[config.mk]
export PLATFORM = sky130hd
export DESIGN_NAME = spectrum_peak_tracker_top
export DESIGN_NICKNAME = d
export VERILOG_FILES = /design/src/hdl/spt_pkg.sv /design/src/hdl/spectrum_peak_tracker_top.sv /design/src/hdl/spt_bin_stage.sv /design/src/hdl/spt_summary.sv
export SDC_FILE = /design/constraint.sdc
export NUM_CORES = 2
export LEC_CHECK = 0
export BUFFER_PORTS_ARGS = -buffer_cell sky130_fd_sc_hd__buf_2
export CORE_UTILIZATION = 60
export CTS_BUF_LIST = sky130_fd_sc_hd__clkbuf_8
export DETAILED_ROUTE_END_ITERATION = 12
export PLACE_DENSITY_LB_ADDON = 0.05
export SKIP_CTS_REPAIR_TIMING = 1
export SLEW_MARGIN = 20
export SYNTH_ARGS = -nofsm -noshare
export SYNTH_HDL_FRONTEND = slang
export SYNTH_HIERARCHICAL = 1
export SYNTH_SLANG_ARGS = --single-unit
[constraint.sdc]
create_clock -name clk -period 13.7 [get_ports clk]
set_input_delay 1.37 -clock clk [delete_from_list [all_inputs] [get_ports clk]]
set_output_delay 1.37 -clock clk [all_outputs]
set_load 0.05 [all_outputs]
[src/hdl/spt_pkg.sv]
// spectrum peak tracker package: payload structs, fixed-point constants, helpers
// no dependencies; imported by every module of the block
package spt_pkg;

  typedef struct packed {
    logic [15:0] magnitude;
    logic        last_bin;
  } bin_item_t;

  typedef struct packed {
    logic [15:0] bin_peak;
    logic        frame_done;
    logic [5:0]  peak_index;
    logic [5:0]  lazy_index;
    logic [15:0] peak_value;
    logic [15:0] floating_average;
    logic [15:0] floating_average_min;
  } res_item_t;

  // per-item info handed from the bin stage to the summary pipeline
  typedef struct packed {
    logic        last;
    logic [15:0] bin_peak;
    logic [15:0] best_raw;
  } bin_info_t;

  localparam logic [15:0] DECAY_KEEP = 16'd64684;
  localparam logic [15:0] DECAY_ADD  = 16'd1049;
  localparam logic [15:0] AVG_KEEP   = 16'd64881;
  localparam logic [15:0] AVG_ADD    = 16'd1442;

  localparam int FLOOR_NUM_MUL = 19;
  localparam int FLOOR_IDX_MUL = 14;
  localparam int FLOOR_DEN_MUL = 10;

  // reciprocal constants for small divides by 5 and 3
  localparam logic [15:0] DIV5_MUL   = 16'd52429;
  localparam int          DIV5_SHIFT = 18;
  localparam logic [15:0] DIV3_MUL   = 16'd43691;
  localparam int          DIV3_SHIFT = 17;

  localparam int FIFO_DEPTH = 8;
  localparam int FIFO_PW    = 3;

  localparam int          PADDR_W             = 3;
  localparam logic        CFG_AVG_MIN_SCALE   = 1'b0;
  localparam logic [15:0] AVG_MIN_SCALE_RESET = 16'd100;

  function automatic logic [15:0] sat16(input logic [39:0] v);
    return (v > 40'h0_0000_FFFF) ? 16'hFFFF : v[15:0];
  endfunction

endpackage

[src/hdl/spectrum_peak_tracker_top.sv]
// spectrum peak tracker top level: config register, credit control, result fifo
// depends on spt_pkg, spt_bin_stage, spt_summary
//
// bins stream in on bin_valid/bin_item, one magnitude per item in bin order;
// last_bin marks the end of a frame. every item yields one result item on
// res_valid/res_item: the bin's updated decaying peak, plus the frame summary
// (peak bin, lazy index, peak value, floating average and its floor) on the
// last bin of a frame, with the summary fields zero on other bins.
// an accepted item passes the bin stage, summary stages b and c and the fifo;
// one item per cycle is taken and delivered when the receiver does not stall.
// the peak memory is read one bin ahead so each item is a single pass; the
// floor divide runs as a two stage multiply pipeline.
// results land in an 8-entry fifo; bin_stall rises when 8 items are in
// flight or waiting, so a stalled receiver backs up into the input after
// that. reset clears all per-bin peaks (by fill count), the tracker state and
// the fifo, and loads avg_min_scale with 100. the user writes avg_min_scale
// via the apb port at byte address 0 while the block is idle (not enforced).
module spectrum_peak_tracker_top #(
  parameter int NUM_BINS    = 64,
  parameter int SEARCH_BINS = 32
) (
  input  logic                          clk,
  input  logic                          rst,
  input  logic                          psel,
  input  logic                          penable,
  input  logic                          pwrite,
  input  logic [spt_pkg::PADDR_W-1:0]   paddr,
  input  logic [31:0]                   pwdata,
  output logic [31:0]                   prdata,
  output logic                          pready,
  input  logic                          bin_valid,
  output logic                          bin_stall,
  input  spt_pkg::bin_item_t            bin_item,
  output logic                          res_valid,
  input  logic                          res_stall,
  output spt_pkg::res_item_t            res_item
);
  import spt_pkg::*;

  localparam int IW = $clog2(NUM_BINS);

  logic [15:0]        avg_min_scale;
  logic               cfg_hit;
  logic               bin_accept, res_fire;
  logic [FIFO_PW:0]   credit;
  logic [FIFO_PW:0]   wr_ptr, rd_ptr;
  res_item_t          fifo_mem [FIFO_DEPTH];

  logic               a_valid;
  bin_info_t          a_info;
  logic [IW-1:0]      a_best_index;
  logic               s_valid;
  res_item_t          s_item;

  assign pready  = 1'b1;
  assign cfg_hit = (paddr[PADDR_W-1:2] == CFG_AVG_MIN_SCALE);
  assign prdata  = cfg_hit ? {16'd0, avg_min_scale} : 32'd0;

  always_ff @(posedge clk) begin
    if (rst) begin
      avg_min_scale <= AVG_MIN_SCALE_RESET;
    end else if (psel && penable && pwrite && pready && cfg_hit) begin
      avg_min_scale <= pwdata[15:0];
    end
  end

  assign bin_stall  = (credit == (FIFO_PW+1)'(FIFO_DEPTH));
  assign bin_accept = bin_valid && !bin_stall;
  assign res_valid  = (wr_ptr != rd_ptr);
  assign res_fire   = res_valid && !res_stall;
  assign res_item   = fifo_mem[rd_ptr[FIFO_PW-1:0]];

  spt_bin_stage #(
    .NUM_BINS    (NUM_BINS),
    .SEARCH_BINS (SEARCH_BINS)
  ) u_bin_stage (
    .clk            (clk),
    .rst            (rst),
    .in_valid       (bin_accept),
    .in_item        (bin_item),
    .out_valid      (a_valid),
    .out_info       (a_info),
    .out_best_index (a_best_index)
  );

  spt_summary #(
    .NUM_BINS    (NUM_BINS),
    .SEARCH_BINS (SEARCH_BINS)
  ) u_summary (
    .clk           (clk),
    .rst           (rst),
    .avg_min_scale (avg_min_scale),
    .in_valid      (a_valid),
    .in_info       (a_info),
    .in_best_index (a_best_index),
    .out_valid     (s_valid),
    .out_item      (s_item)
  );

  always_ff @(posedge clk) begin
    if (s_valid) begin
      fifo_mem[wr_ptr[FIFO_PW-1:0]] <= s_item;
    end
  end

  always_ff @(posedge clk) begin
    if (rst) begin
      credit <= '0;
      wr_ptr <= '0;
      rd_ptr <= '0;
    end else begin
      case ({bin_accept, res_fire})
        2'b10:   credit <= credit + 1'b1;
        2'b01:   credit <= credit - 1'b1;
        default: credit <= credit;
      endcase
      if (s_valid) wr_ptr <= wr_ptr + 1'b1;
      if (res_fire) rd_ptr <= rd_ptr + 1'b1;
    end
  end

endmodule

[src/hdl/spt_bin_stage.sv]
// spectrum peak tracker bin stage: per-bin peak memory, decay update, first-max search
// depends on spt_pkg
module spt_bin_stage #(
  parameter int NUM_BINS    = 64,
  parameter int SEARCH_BINS = 32
) (
  input  logic                          clk,
  input  logic                          rst,
  input  logic                          in_valid,
  input  spt_pkg::bin_item_t            in_item,
  output logic                          out_valid,
  output spt_pkg::bin_info_t            out_info,
  output logic [$clog2(NUM_BINS)-1:0]   out_best_index
);
  import spt_pkg::*;

  localparam int IW = $clog2(NUM_BINS);
  localparam int FW = $clog2(NUM_BINS + 1);

  logic [15:0]   mem [NUM_BINS];
  logic [IW-1:0] bin_counter, bin_counter_next;
  logic [FW-1:0] fill, fill_next;
  logic [15:0]   rd_data, fwd_data;
  logic          fwd_sel, rd_zero;
  logic [IW-1:0] best_index, best_index_next;
  logic [15:0]   best_peak, best_peak_next;
  logic [15:0]   best_raw, best_raw_next;
  logic [15:0]   pk_old, pk_new;
  logic [32:0]   decay_sum;
  logic          in_search;

  always_comb begin
    pk_old    = rd_zero ? 16'd0 : (fwd_sel ? fwd_data : rd_data);
    decay_sum = 33'(pk_old) * 33'(DECAY_KEEP) + 33'(in_item.magnitude) * 33'(DECAY_ADD);
    pk_new    = (in_item.magnitude > pk_old) ? in_item.magnitude
                                             : sat16(40'(decay_sum >> 16));
    in_search = (32'(bin_counter) < 32'(SEARCH_BINS));

    best_index_next = best_index;
    best_peak_next  = best_peak;
    best_raw_next   = best_raw;
    if (bin_counter == '0) begin
      best_index_next = '0;
      best_peak_next  = pk_new;
      best_raw_next   = in_item.magnitude;
    end else if (in_search && (pk_new > best_peak)) begin
      best_index_next = bin_counter;
      best_peak_next  = pk_new;
      best_raw_next   = in_item.magnitude;
    end

    if (in_item.last_bin || (bin_counter == IW'(NUM_BINS - 1))) begin
      bin_counter_next = '0;
    end else begin
      bin_counter_next = bin_counter + 1'b1;
    end

    // entries are first reached in ascending order, so a count marks what is written
    fill_next = (FW'(bin_counter) == fill) ? fill + 1'b1 : fill;
  end

  always_ff @(posedge clk) begin
    if (in_valid) begin
      mem[bin_counter]        <= pk_new;
      rd_data                 <= mem[bin_counter_next];
      fwd_data                <= pk_new;
      out_info.last           <= in_item.last_bin;
      out_info.bin_peak       <= pk_new;
      out_info.best_raw       <= best_raw_next;
      out_best_index          <= best_index_next;
    end
  end

  always_ff @(posedge clk) begin
    if (rst) begin
      bin_counter <= '0;
      fill        <= '0;
      rd_zero     <= 1'b1;
      fwd_sel     <= 1'b0;
      best_index  <= '0;
      best_peak   <= '0;
      best_raw    <= '0;
      out_valid   <= 1'b0;
    end else begin
      out_valid <= in_valid;
      if (in_valid) begin
        bin_counter <= bin_counter_next;
        fill        <= fill_next;
        fwd_sel     <= (bin_counter_next == bin_counter);
        rd_zero     <= (FW'(bin_counter_next) >= fill_next);
        best_index  <= best_index_next;
        best_peak   <= best_peak_next;
        best_raw    <= best_raw_next;
      end
    end
  end

endmodule

[src/hdl/spt_summary.sv]
// spectrum peak tracker summary pipeline: floor divide, index tracker, floating average
// depends on spt_pkg; fed by spt_bin_stage
module spt_summary #(
  parameter int NUM_BINS    = 64,
  parameter int SEARCH_BINS = 32
) (
  input  logic                          clk,
  input  logic                          rst,
  input  logic [15:0]                   avg_min_scale,
  input  logic                          in_valid,
  input  spt_pkg::bin_info_t            in_info,
  input  logic [$clog2(NUM_BINS)-1:0]   in_best_index,
  output logic                          out_valid,
  output spt_pkg::res_item_t            out_item
);
  import spt_pkg::*;

  localparam int IW    = $clog2(NUM_BINS);
  localparam int TW    = $clog2(SEARCH_BINS + 1);
  localparam int DW    = ((IW > TW) ? IW : TW) + 2;
  localparam int NUMW  = $clog2(FLOOR_NUM_MUL * NUM_BINS + 1);
  localparam int PRODW = 16 + NUMW;
  localparam int DEN   = FLOOR_DEN_MUL * NUM_BINS;
  localparam int DENL  = $clog2(DEN);
  localparam int SHIFT = PRODW + DENL;
  localparam int RECW  = PRODW + 1;
  localparam int QW    = PRODW - DENL + 1;
  localparam longint unsigned RECIP = ((64'd1 << SHIFT) + 64'(DEN) - 64'd1) / 64'(DEN);

  // stage b
  logic             b_valid;
  bin_info_t        b_info;
  logic [IW-1:0]    b_bi;
  logic [PRODW-1:0] b_prod;
  logic [NUMW-1:0]  num;

  // stage c
  logic             c_valid;
  bin_info_t        c_info;
  logic [IW-1:0]    c_bi;
  logic [QW-1:0]    c_quot;
  logic [2*PRODW:0] recip_prod;

  // frame state
  logic [TW-1:0]    tracked, tracked_next;
  logic [IW-1:0]    lazy, lazy_next;
  logic [15:0]      smoothed, smoothed_next;

  logic signed [DW-1:0] d, d2;
  logic [DW-1:0]        dmag, mv5, mv3;
  logic [DW+15:0]       p5, p3;
  logic [DW:0]          up_sum;
  logic [33:0]          t_sum;
  logic [15:0]          fmin, t_avg;
  logic                 close;

  assign num = NUMW'(FLOOR_NUM_MUL * NUM_BINS)
             - NUMW'(NUMW'(FLOOR_IDX_MUL) * NUMW'(in_best_index));
  assign recip_prod = (2*PRODW+1)'(b_prod) * (2*PRODW+1)'(RECIP[RECW-1:0]);

  always_ff @(posedge clk) begin
    b_info <= in_info;
    b_bi   <= in_best_index;
    b_prod <= PRODW'(avg_min_scale) * PRODW'(num);
    c_info <= b_info;
    c_bi   <= b_bi;
    c_quot <= recip_prod[SHIFT +: QW];
  end

  always_comb begin
    fmin = sat16(40'(c_quot));

    d    = $signed(DW'(c_bi)) - $signed(DW'(tracked));
    dmag = d[DW-1] ? DW'(-d) : DW'(d);
    p5   = (DW+16)'(dmag) * (DW+16)'(DIV5_MUL);
    p3   = (DW+16)'(dmag) * (DW+16)'(DIV3_MUL);
    mv5  = DW'(p5 >> DIV5_SHIFT);
    mv3  = DW'(p3 >> DIV3_SHIFT);
    if (mv5 == '0) mv5 = DW'(1);
    if (mv3 == '0) mv3 = DW'(1);
    up_sum = (DW+1)'(tracked) + (DW+1)'(mv5);

    if (d > 0) begin
      tracked_next = (up_sum > (DW+1)'(SEARCH_BINS)) ? TW'(SEARCH_BINS) : TW'(up_sum);
    end else if (d < 0) begin
      tracked_next = (DW'(tracked) > mv3) ? TW'(DW'(tracked) - mv3) : '0;
    end else begin
      tracked_next = tracked;
    end

    d2        = $signed(DW'(c_bi)) - $signed(DW'(tracked_next));
    close     = (d2 < 3) && (d2 > -3);
    lazy_next = close ? c_bi : lazy;

    t_sum = 34'(smoothed) * 34'(AVG_KEEP) + 34'(c_info.best_raw) * 34'(AVG_ADD);
    t_avg = sat16(40'(t_sum >> 16));
    smoothed_next = c_info.best_raw;
    if (fmin > smoothed_next)  smoothed_next = fmin;
    if (t_avg > smoothed_next) smoothed_next = t_avg;

    out_valid         = c_valid;
    out_item          = '0;
    out_item.bin_peak = c_info.bin_peak;
    if (c_info.last) begin
      out_item.frame_done           = 1'b1;
      out_item.peak_index           = 6'(c_bi);
      out_item.lazy_index           = 6'(lazy_next);
      out_item.peak_value           = c_info.best_raw;
      out_item.floating_average     = smoothed_next;
      out_item.floating_average_min = fmin;
    end
  end

  always_ff @(posedge clk) begin
    if (rst) begin
      b_valid  <= 1'b0;
      c_valid  <= 1'b0;
      tracked  <= '0;
      lazy     <= '0;
      smoothed <= '0;
    end else begin
      b_valid <= in_valid;
      c_valid <= b_valid;
      if (c_valid && c_info.last) begin
        tracked  <= tracked_next;
        lazy     <= lazy_next;
        smoothed <= smoothed_next;
      end
    end
  end

endmodule

==> summary.txt <==
Synth Flop Type -> edfxtp_1
met2 wire length -> 126 mm
Worst path max stage delay -> 0.62 ns
Hold Crit Class -> reg2reg
Compound-Gate Fraction of Synth Area -> 0.0673
Metal-1 WL -> 109 mm
Ports -> 171
H-tree depth -> 5
initial antenna violation count -> 14
r2r setup slk -> 0.97 ns
critical path's slowest cell -> mux2i_2
CP delay by family, top -> adder cells
DIE AREA -> 184000 sq um
Slew HR -> 0.243
gr usage total -> 0.284
CP Depth -> 47
Post-synth EDFFs -> 1695
max frequency -> 0.0785 GHz
Synth Area in Simple Gates -> 0.0544
register bit total from synthesis -> 1932
reg2reg path depth -> 47
adder-cell share of the synthesized area -> 0.213
antenna viol nets, final -> 0
die width -> 428 microns
Die H -> 428 microns
final hold vios -> 0
cell area after synthesis -> 109000 sq um
FP Rows -> 156
most frequent CP cell -> inv_1
Initial Util -> 0.604
WP data arrival -> 13.61 ns
final setup TNS -> 0 ns
Ys Warns -> 6
CP endpoint -> u_bin_stage/best_peak[2]$_SDFFE_PP0P_
worst-margin pin slew -> 1.13 ns
CTS buffer count -> 330
Iter 0 DRT Violations -> 4374
post-synthesis cell count -> 8035
sequential fraction of the synthesis area -> 0.510
critical path required time -> 14.57 ns
Reg2Reg Capture Point -> u_bin_stage/best_peak[2]$_SDFFE_PP0P_
highest metal used -> met5
crit-path max FO -> 36
worst skew pair latency -> 1.06 ns
HPWL reported at the end of detailed placement -> 173 mm
DRT Pass-1 Iters -> 7
status -> complete, no violations
Routed WL -> 258 mm
vias in the first global route -> 66100
Sink Count -> 1932
TritonCTS clock tree -> built
Clock Root Buffer -> clkbuf_8
worst reg2reg startpoint -> u_bin_stage/fwd_sel$_SDFFE_PP0P_
met3 wire len -> 14.7 mm
crit share post-route -> 0.929
largest family of logic cells by synthesized area -> adder cells
Setup Skew -> 0.114 ns
WL per Instance -> 23.6 microns
min cycle time layout -> 12.73 ns
syn_area_per_cell -> 13.6 sq um
Final #Nets -> 9866
layout cell share with drive strength beyond 1 -> 0.138
IO Port Bufs -> 135
CP Capture Type -> flip-flop
DRC violations left -> 0
Final Setup Violations -> 0
core area -> 181000 sq um
Max Slew Vio Count -> 0
Max clock buf depth -> 4
Area Growth Syn to Fin -> 8.74%
Distinct cells, synth -> 102
global-route wire length before repair -> 394 mm
Synth Area in XOR/XNOR -> 0.0150
Post-synth ARST share -> 0
critical path class -> reg2reg
Placer Congestion -> 0.892
via/cell ratio -> 5.88
largest net degree at the start of global routing -> 200
multiplexer area fraction after synthesis -> 0.0879
clock-pin slew on the worst setup and hold paths -> 0.06 ns
Worst Path Buf+Inv -> 10
Fill cells -> 13400
via count -> 64300
RSZ-0062 raised after global routing -> false
GR Overflow Total -> 0
max_cap viols -> 0
CP startpoint kind -> flip-flop
CP startpoint -> u_bin_stage/fwd_sel$_SDFFE_PP0P_
cells in the mapped netlist (all sizes together) (33+ instances only):
cell type | n | area [sq um]
nor2 | 289 | 1090
clkbuf | 175 | 657
mux4 | 282 | 6350
nand3 | 105 | 526
mux2i | 182 | 1830
a21o | 84 | 631
and2 | 128 | 803
o21ai | 524 | 2630
xor2 | 87 | 762
mux2 | 106 | 1420
ha | 893 | 11200
nand2 | 441 | 1670
o211ai | 83 | 669
buf | 155 | 1010
o21a | 33 | 248
fa | 605 | 12100
a211oi | 39 | 308
inv | 1064 | 3990
a31oi | 50 | 313
nor2b | 57 | 357
a21oi | 223 | 1120
xnor2 | 100 | 876
nand4 | 43 | 284
edfxtp | 1695 | 50900
dfxtp | 237 | 4740
nor3 | 46 | 235
layout make-up:
cell class	count	area [sq um]	share of cell area
diodes	12	30.0	0.000253
clock inverters	224	1500	0.0127
inverters	1064	4000	0.0337
multi-input cells	4725	48100	0.405
flip-flops and latches	1932	55700	0.469
well taps	2370	2970	0.0250
clock buffers	349	4800	0.0405
repair buffers	256	1620	0.0137
cells in the final DEF (no fill, tap or decap), types with 127 or more instances in the layout:
cell,instances
a21oi_1,220
and2_1,127
buf_2,134
clkbuf_8,349
dfxtp_1,231
edfxtp_1,1695
fa_1,605
ha_1,893
inv_1,1156
mux2i_1,181
mux4_2,282
nand2_1,430
nor2_1,260
o21ai_0,494
registers in the layout (all words and copies together) (netlist names), 17 cells and up, named ones only:
register              cells
fifo_mem                616
u_bin_stage/mem        1024
u_bin_stage/out_info     17
u_summary/b_info         33
u_summary/b_prod         26
u_summary/c_info         17
u_summary/c_quot         18
worst min-delay path by stage:
stage,slack (ns),start,cells after the start,endpoint
3_3_place_gp,0.31,u_summary/b_info[32]$_DFF_P_,0,u_summary/c_info[32]$_DFF_P_
2_1_floorplan,0.31,u_summary/b_bi[0]$_DFF_P_,0,u_summary/c_bi[0]$_DFF_P_
6_report,0.31,u_summary/b_info[1]$_DFF_P_,0,u_summary/c_info[1]$_DFF_P_
4_1_cts,0.31,u_summary/b_info[1]$_DFF_P_,0,u_summary/c_info[1]$_DFF_P_
3_5_place_dp,0.31,u_summary/b_info[8]$_DFF_P_,0,u_summary/c_info[8]$_DFF_P_
5_1_grt,0.32,u_summary/b_info[2]$_DFF_P_,0,u_summary/c_info[2]$_DFF_P_
through the flow:
step           hold WS [ns]   util  instances  setup slack, ns  cell area, sq um
5_1_grt               0.320  0.656      10900            0.232            119000
3_3_place_gp          0.311  0.621      10300            0.886            112000
3_5_place_dp          0.312  0.621      10300            0.773            112000
4_1_cts               0.306  0.656      10900            0.724            119000
6_report              0.305  0.657      10900            0.968            119000
2_1_floorplan         0.310      -       8051            0.758            109000
cells by family after synthesis:
| group | after synthesis |
|---|---|
| AND/OR/NAND/NOR | 1248 |
| multiplexers | 570 |
| adder cells (fa/ha/maj) | 1499 |
| other | 4 |
| flip-flops | 1932 |
| buffers and inverters | 1394 |
| AO/OA/AOI/OAI | 1201 |
| XOR/XNOR | 187 |
metal layers:
layer	vias up	GRT usage
met5	-	0
met3	398	0.0377
met1	32600	0.389
met4	8	0.0956
li1	29300	-
met2	1971	0.473
worst reg2reg max path: cells and delay by family, from the launching register on:
| kind | cells | cell delay, ns |
|---|---|---|
| mux | 1 | 0.62 |
| xor+xnor | 2 | 0.39 |
| fa+ha+maj | 13 | 5.12 |
| simple gates | 9 | 2.28 |
| buf+inv | 10 | 0.87 |
| compound gates | 12 | 2.72 |
| flops | 1 | 0.57 |
Power is not shown: default switching activity piles up to over one toggle a cycle in this logic, so the estimate is an artifact.
